--- config.mk ---
export PLATFORM = sky130hd
export DESIGN_NAME = dphm_cfg_regs
export DESIGN_NICKNAME = d
export VERILOG_FILES = /design/src/hdl/dphm_pkg.sv /design/src/hdl/dphm_cfg_regs.sv
export SDC_FILE = /design/constraint.sdc
export NUM_CORES = 1
export LEC_CHECK = 0
export BUFFER_PORTS_ARGS = -buffer_cell sky130_fd_sc_hd__buf_2
export CAP_MARGIN = 20
export CORE_MARGIN = 2
export CORE_UTILIZATION = 28
export DETAILED_ROUTE_END_ITERATION = 8
export PLACE_DENSITY_LB_ADDON = 0.08
export SYNTH_ARGS = -nofsm -noshare
export SYNTH_HDL_FRONTEND = slang
export SYNTH_SLANG_ARGS = --single-unit
--- constraint.sdc ---
create_clock -name i_clk -period 1.4 [get_ports i_clk]
set_clock_uncertainty 0.1 [all_clocks]
set_input_delay 0 -clock i_clk [delete_from_list [all_inputs] [get_ports i_clk]]
set_output_delay 0 -clock i_clk [all_outputs]
set_load 0.02 [all_outputs]
--- src/hdl/dphm_pkg.sv ---
`timescale 1ns / 1ps

package dphm_pkg;

    // configuration register indexes
    localparam logic [2:0] REG_COEF_X       = 3'd0;
    localparam logic [2:0] REG_COEF_Y       = 3'd1;
    localparam logic [2:0] REG_COEF_CONST   = 3'd2;
    localparam logic [2:0] REG_PLANE_OFFSET = 3'd3;
    localparam logic [2:0] REG_RAW_SCALE    = 3'd4;
    localparam logic [2:0] REG_MIN_DEPTH    = 3'd5;
    localparam logic [2:0] REG_HEIGHT_THR   = 3'd6;

    localparam int CFG_INDEX_WIDTH = 3;
    localparam int CFG_DATA_WIDTH  = 32;

    // reset values
    localparam logic signed [31:0] RST_COEF_X       = 32'sd0;
    localparam logic signed [31:0] RST_COEF_Y       = 32'sd0;
    localparam logic signed [31:0] RST_COEF_CONST   = 32'sd16777216;
    localparam logic signed [23:0] RST_PLANE_OFFSET = 24'sd0;
    localparam logic [15:0]        RST_RAW_SCALE    = 16'd256;
    localparam logic [15:0]        RST_MIN_DEPTH    = 16'd100;
    localparam logic [23:0]        RST_HEIGHT_THR   = 24'd50;

    // fixed point: coefficient fraction bits
    localparam int FRAC_BITS = 24;

    typedef struct packed {
        logic signed [31:0] coef_x;
        logic signed [31:0] coef_y;
        logic signed [31:0] coef_const;
        logic signed [23:0] plane_offset;
        logic [15:0]        raw_scale;
        logic [15:0]        min_depth;
        logic [23:0]        height_threshold;
    } t_cfg;

endpackage

--- src/hdl/dphm_cfg_regs.sv ---
`timescale 1ns / 1ps

module dphm_cfg_regs
    import dphm_pkg::*;
(
    input  logic                       i_clk,
    input  logic                       i_rst_n,
    input  logic                       i_cfg_valid,
    input  logic [CFG_INDEX_WIDTH-1:0] i_cfg_index,
    input  logic [CFG_DATA_WIDTH-1:0]  i_cfg_data,
    output t_cfg                       o_cfg
);

    t_cfg r_cfg;
    t_cfg n_cfg;

    // decode one write word into the register file
    always_comb begin
        n_cfg = r_cfg;
        if (i_cfg_valid) begin
            case (i_cfg_index)
                REG_COEF_X:       n_cfg.coef_x           = $signed(i_cfg_data);
                REG_COEF_Y:       n_cfg.coef_y           = $signed(i_cfg_data);
                REG_COEF_CONST:   n_cfg.coef_const       = $signed(i_cfg_data);
                REG_PLANE_OFFSET: n_cfg.plane_offset     = $signed(i_cfg_data[23:0]);
                REG_RAW_SCALE:    n_cfg.raw_scale        = i_cfg_data[15:0];
                REG_MIN_DEPTH:    n_cfg.min_depth        = i_cfg_data[15:0];
                REG_HEIGHT_THR:   n_cfg.height_threshold = i_cfg_data[23:0];
                default:          n_cfg = r_cfg;
            endcase
        end
    end

    always_ff @(posedge i_clk) begin
        if (!i_rst_n) begin
            r_cfg.coef_x           <= RST_COEF_X;
            r_cfg.coef_y           <= RST_COEF_Y;
            r_cfg.coef_const       <= RST_COEF_CONST;
            r_cfg.plane_offset     <= RST_PLANE_OFFSET;
            r_cfg.raw_scale        <= RST_RAW_SCALE;
            r_cfg.min_depth        <= RST_MIN_DEPTH;
            r_cfg.height_threshold <= RST_HEIGHT_THR;
        end else begin
            r_cfg <= n_cfg;
        end
    end

    assign o_cfg = r_cfg;

endmodule

Word-level counts from Yosys, hierarchy flattened

Index checks and enable logic that the tools add are counted.

Logic and storage cells: 21
Bits of input ports: 38
Bits in registers: 176

Reductions and logical operators: 8
Eq/ne operators: 6

Operators with widths:

| cell               | number |
|---|---|
| $reduce_and 2->1   | 7 |
| $eq 3x3->1 const B | 3 |
| $eq 3x2->1 const B | 2 |
| $eq 3x1->1 const B | 1 |
| $logic_not 3->1    | 1 |

Longest topological paths before layout

Gate-level depths: netlist (run 1).

Word-level depth: 2
Gate-level depth with buffers: 5
Gate-level depth less buffers: 2

Worst setup path after synthesis (run 1)

Ideal clock, no wire load.

Path type: input port to flip-flop
From: in i_cfg_index[0]
To: reg r_cfg (netlist bit o_cfg[144])
Cell stages on the path: 4
Setup time: 72 ps
Path buffers: 2
Slack: 293 ps
Arrival: 935 ps
Path through: buf_6 nor4b_4 buf_6 mux2i_1

Longest elaborated chain between the ends: 2

RTL lines:

| element                    | RTL line            | text |
|---|---|---|
| start, declared            | dphm_cfg_regs.sv:9  | `input logic [CFG_INDEX_WIDTH-1:0] i_cfg_index,` |
| $logic_not 3->1            | dphm_cfg_regs.sv:21 | `case (i_cfg_index)` |
| $reduce_and 2->1 (no line) | -                   |  |
| end signal, assigned       | dphm_cfg_regs.sv:44 | `r_cfg <= n_cfg;` |
| end, declared              | dphm_cfg_regs.sv:14 | `t_cfg r_cfg;` |

No other way between the ends.
A chain may end at the register's enable or synchronous reset.

==> results of run 1 <==
report_power, final:
part,total (uW),switching (uW),internal (uW)
Sequential,5170,57.7,5110
Combinational,882,538,344
Clock,4750,2180,2570
placed cells by master (no fill, tap or decap):
| master | count |
|---|---|
| clkinvlp_4 | 3 |
| nor4b_4 | 1 |
| clkbuf_8 | 1 |
| nor2b_1 | 15 |
| bufinv_16 | 1 |
| inv_8 | 3 |
| buf_2 | 212 |
| and4b_1 | 2 |
| clkbuf_16 | 17 |
| inv_6 | 6 |
| buf_12 | 6 |
| mux2i_1 | 176 |
| nand4bb_1 | 1 |
| and4bb_2 | 1 |
| nand4b_1 | 3 |
| nand4bb_4 | 1 |
| dlygate4sd3_1 | 32 |
| buf_4 | 14 |
| clkinv_2 | 1 |
| dfxtp_1 | 176 |
| buf_6 | 1 |
| nand2_1 | 200 |
cell type report:
class                   instances  area [um2]  share of cell area
repair buffers                265        1620               0.184
multi-input cells             400        2730               0.310
clock buffers                  18         439              0.0499
clock inverters                14         144              0.0163
flip-flops and latches        176        3520               0.400
well taps                     285         357              0.0405
per-stage QoR:
step                total power, uW  instances   util
global route                  11300       1158  0.388
floorplan                      5790        624      -
global placement               6100       1094  0.348
finish                        10800       1158  0.388
detailed placement             6120       1094  0.348
CTS                           11000       1157  0.387
routing by layer:
metal | share of wire | global-route usage | up-vias
met2 | 0.49 | 0.283 | 151
li1 | - | - | 2532
met4 | 0.018 | 0.0572 | 0
met1 | 0.43 | 0.190 | 2403
met3 | 0.065 | 0.0493 | 24
met5 | 0 | 0 | -
what timing repair did:
action / in CTS / in global routing
endpoints found under the hold margin: 164 / 1
setup endpoints to repair: 0 / 0
hold buffers: 31 / 1
critical path, stage by stage:
cell and delay [ns]:
dlygate4sd3_1 0.55, buf_6 0.17, buf_12 0.29, buf_4 0.22
nand2_1 0.06, mux2i_1 0.13
path summary, 6_finish.rpt:
| check | start | to | slack [ns] | cells past startpoint |
|---|---|---|---|---|
| max | i_rst_n | o_cfg[139]$_SDFFE_PN0P_ | 0.15 | 6 |
| min | i_cfg_data[0] | o_cfg[56]$_SDFFE_PN0P_ | -0.02 | 3 |
| max reg2reg | o_cfg[1]$_SDFFE_PN1P_ | o_cfg[1]$_SDFFE_PN1P_ | 0.65 | 2 |
| min reg2reg | o_cfg[135]$_SDFFE_PN0P_ | o_cfg[135]$_SDFFE_PN0P_ | 0.35 | 2 |
cell families after synthesis:
group                  Yosys count  share of synthesized area
buffers and inverters           48                     0.0412
flip-flops                     176                      0.542
AND/OR/NAND/NOR                224                      0.146
multiplexers                   176                      0.271
==> results.yml, run 1 <==
outcome:
  status: "complete, but fails checks"
  failed_checks: "negative hold slack"
die:
  num_rows: 55
  core_area_um2: 22700
  initial_core_util: 0.286
  die_x_um: 156
  die_height_um: 156
  ios: 214
  die_area_um2: 24500
synth:
  synth-async-reset-ratio: 0
  ys_top_cells_by_count: "nand2_1, dfxtp_1, mux2i_1, clkbuf_1, nor2b_1"
  syn_inst: 624
  avgSynthCellArea_um2: 10.4
  synthDistinctLibCells: 13
  yosysSeqAreaShare: 0.542
  ys_seq_elements: 176
  syn_area_um2: 6500
  ys_top_cells_by_area: "dfxtp_1, mux2i_1, nand2_1"
  synth_top_cell_by_area: "dfxtp_1"
  synthesis.nets: 662
  yosys_warnings: 0
  synthFlopType: "dfxtp_1"
  yosysMostFrequentCell: "nand2_1"
  synth_edf_count: 0
  synth_top_area_frac: 0.542
clocking:
  cts-resized-gates: 0
  cts_buffers: 17
  clk_path_buf_depth: 2
  cts_tree: "yes"
  post-cts-setup-buffer-count: 0
  numClockSinks: 176
  clk_pin_slew_ns: 0.07
  ctsRootBufferMaster: "clkbuf_16"
  h-tree-depth: 4
  insertion_delay_ns: 0.41
sta:
  setup_viol: 0
  period_minus_slack_ns: 1.25
  slew_headroom: 0.718
  drv_slew: 0
  finalSetupTns_ns: 0
  worstMarginPinSlew_ns: 0.424
  rsz0062_at_grt: "no"
  fmax_mhz: 803
  post-route-period-util: 0.890
  fin_ws_ns: 0.155
  finalHoldViolations: 7
  hold_ws_ns: -0.0239
detailed_routing:
  ant_nets: 0
  viasPerCell: 4.41
  drcViolationCount: 0
  dr.pass1.iters: 4
  vias: 5110
  drt-initial-drc-count: 223
  avgRoutedWirePerCell_um: 16.8
  wirelength_mm: 19.4
placement:
  dpl_cell_area_um2: 7910
  dp_slack_ns: 0.168
  io_buffer_count: 213
  gp_congestion: 0.719
  hpwlAfterDp_mm: 13.3
worst_setup_path:
  cp_max_fo: 80
  cp.required_ns: 1.65
  worstSetupPathType: "primary input to flop"
  cp_data_arrival_time_ns: 1.50
  cp-start-kind: "primary input"
  endpoint_kind: "flop"
power:
  ir_worst_vdd_mv: 0.711
  power.density_nw_per_um2: 1230
  p_leak_uw: 0.00448
global_route:
  overflow: 0
  grt_pass1_vias: 5422
  grt_max_degree: 81
  grt_pass1_wl_mm: 30.5
  antenna_found_initial: 0
  gr-usage-all-layers: 0.163
final_layout:
  diodes: 0
  drive_gt1_frac: 0.307
  largest_reg_flops: 176
  stdcell_area_um2: 8810
  area_growth_pct: 35.5
  fillers: 2304
  nets: 898
flow_run:
  maxCapViolCount: 0
hold_path:
  hp-class: "primary input to flop"
(Power assumes the default switching activity.)
==> run 2, diff against run 1 <==
- CAP_MARGIN: 20 -> unset
- MAX_ROUTING_LAYER: unset -> met4
==> run 2 against run 1 <==
Against the previous run:
- register-to-register slack about the same
- via count up 0.14%
- power barely moved
- setup slack lost 0.013 ns
- sequential cell count unchanged
- sequential share of layout area unchanged
- cell count did not move
- routed wire length increased by 0.12%
- count of clock-buffer cells in the layout stayed put
- the flow still finishes with violations (negative hold slack)
- combinational power is essentially flat
- non-clock buffer count unchanged
==> results.yml, run 2 (synthesized netlist as in run 1, its figures left out) <==
placement:
  hpwlAfterDp_mm: 13.3
  gp_congestion: 0.730
  io_buffer_count: 213
global_route:
  antenna_found_initial: 0
  grt_pass1_vias: 5428
  grt_pass1_wl_mm: 30.4
  grt_max_degree: 81
  overflow: 0
  gr-usage-all-layers: 0.168
worst_setup_path:
  slowest_stage: "dlygate4sd3_1"
  crit_buf_inv: 4
  critPathTopFamily: "buffers and inverters"
  cp.required_ns: 1.65
  crit_chain: "dlygate4sd3_1 > buf_6 > buf_12 > buf_4 > nand2_1 > mux2i_1"
  crit_cells: 6
  worstSetupPathType: "primary input to flop"
  cp_max_fo: 80
  cp-start-kind: "primary input"
  cp_data_arrival_time_ns: 1.51
  endpoint_kind: "flop"
  slowest_delay_ns: 0.55
  ff2ff_path_depth: 2
final_layout:
  multi_input_area_um2: 2730
  diodes: 0
  nets: 898
  fillers: 2304
  largest_reg_flops: 176
  layout_common_cells: "buf_2, nand2_1, mux2i_1, dfxtp_1, dlygate4sd3_1"
  drive_gt1_frac: 0.307
  layout_commonest_cell: "buf_2"
  fin_util: 0.388
  area_growth_pct: 35.5
  register_area_um2: 3520
clocking:
  postCtsHoldBufs: 31
  insertion_delay_ns: 0.42
  cts_tree: "yes"
  cts_buffers: 17
  clk_pin_slew_ns: 0.07
  h-tree-depth: 4
  clk_path_buf_depth: 2
  numClockSinks: 176
  ctsRootBufferMaster: "clkbuf_16"
  cts-resized-gates: 0
  post-cts-setup-buffer-count: 0
detailed_routing:
  wl_met1_mm: 8.44
  dr.pass1.iters: 6
  wl_met3_mm: 1.08
  ant_nets: 0
  wirelength_mm: 19.4
  avgRoutedWirePerCell_um: 16.8
  vias: 5117
  route.met2.wl_mm: 9.58
  drcViolationCount: 0
  viasPerCell: 4.42
  drt-initial-drc-count: 235
  highest_layer: "met4"
power:
  power_frac_seq: 0.479
  sw_frac_of_total: 0.257
  ir_worst_vdd_mv: 0.707
  p_clk_frac: 0.439
  p_leak_uw: 0.00448
  switching_power_uw: 2770
  power.density_nw_per_um2: 1230
  p_int_uw: 8030
  comb_power_share: 0.082
die:
  die_area_um2: 24500
  core_area_um2: 22700
  die_x_um: 156
  ios: 214
  die_height_um: 156
  num_rows: 55
  initial_core_util: 0.286
sta:
  finalHoldViolations: 7
  rsz0062_at_grt: "no"
  finalSetupTns_ns: 0
  slew_headroom: 0.717
  period_minus_slack_ns: 1.26
  setup_viol: 0
  drv_slew: 0
  fmax_mhz: 795
  hold_ws_ns: -0.0223
  worstMarginPinSlew_ns: 0.425
  post-route-period-util: 0.899
outcome:
  status: "complete, but fails checks"
  failed_checks: "negative hold slack"
hold_path:
  holdPathStages: 3
  hp-class: "primary input to flop"
flow_run:
  maxCapViolCount: 0
run 2: layout make-up:
| cell class | instances | area share |
|---|---|---|
| Timing Repair Buffer | 265 | 0.184 |
| Tap cell | 285 | 0.0405 |
| Multi-Input combinational cell | 400 | 0.310 |
| Sequential cell | 176 | 0.400 |
| Clock inverter | 14 | 0.0163 |
| Clock buffer | 18 | 0.0499 |
run 2: worst paths after layout:
check        slack, ns               startpoint                      end
max               0.14                  i_rst_n  o_cfg[139]$_SDFFE_PN0P_
min              -0.02            i_cfg_data[0]   o_cfg[56]$_SDFFE_PN0P_
max reg2reg       0.65    o_cfg[1]$_SDFFE_PN1P_    o_cfg[1]$_SDFFE_PN1P_
min reg2reg       0.35  o_cfg[135]$_SDFFE_PN0P_  o_cfg[135]$_SDFFE_PN0P_
run 2: power by group through the flow:
stage | logic (uW) | registers (uW) | clock network [uW]
after floorplan | 369 | 5420 | 0
after global placement | 816 | 5290 | 0
after detailed placement | 830 | 5290 | 0
after CTS | 897 | 5170 | 4900
after global routing | 958 | 5180 | 5140
final | 883 | 5170 | 4740
run 2: metrics by stage:
step	power (uW)	instances	area [um2]	worst slack [ns]	hold slack, ns
3_5_place_dp	6120	1094	7910	0.168	0.196
3_3_place_gp	6100	1094	7910	0.231	0.174
2_1_floorplan	5790	624	6500	0.293	0.0604
6_report	10800	1158	8810	0.142	-0.0223
5_1_grt	11300	1158	8810	0.0902	0.0248
4_1_cts	11000	1157	8800	0.182	0.00239
run 2: worst min-delay path, delay by kind of cell:
kind,cells,cell delay (ns)
mux,1,0.18
buf+inv,1,0.07
simple gates,1,0.20
run 2: routing by layer:
layer  vias to the layer above  track usage
li1                       2530            -
met1                      2424        0.193
met2                       141        0.285
met3                        22       0.0424
met4                         0       0.0559
met5                         -            -
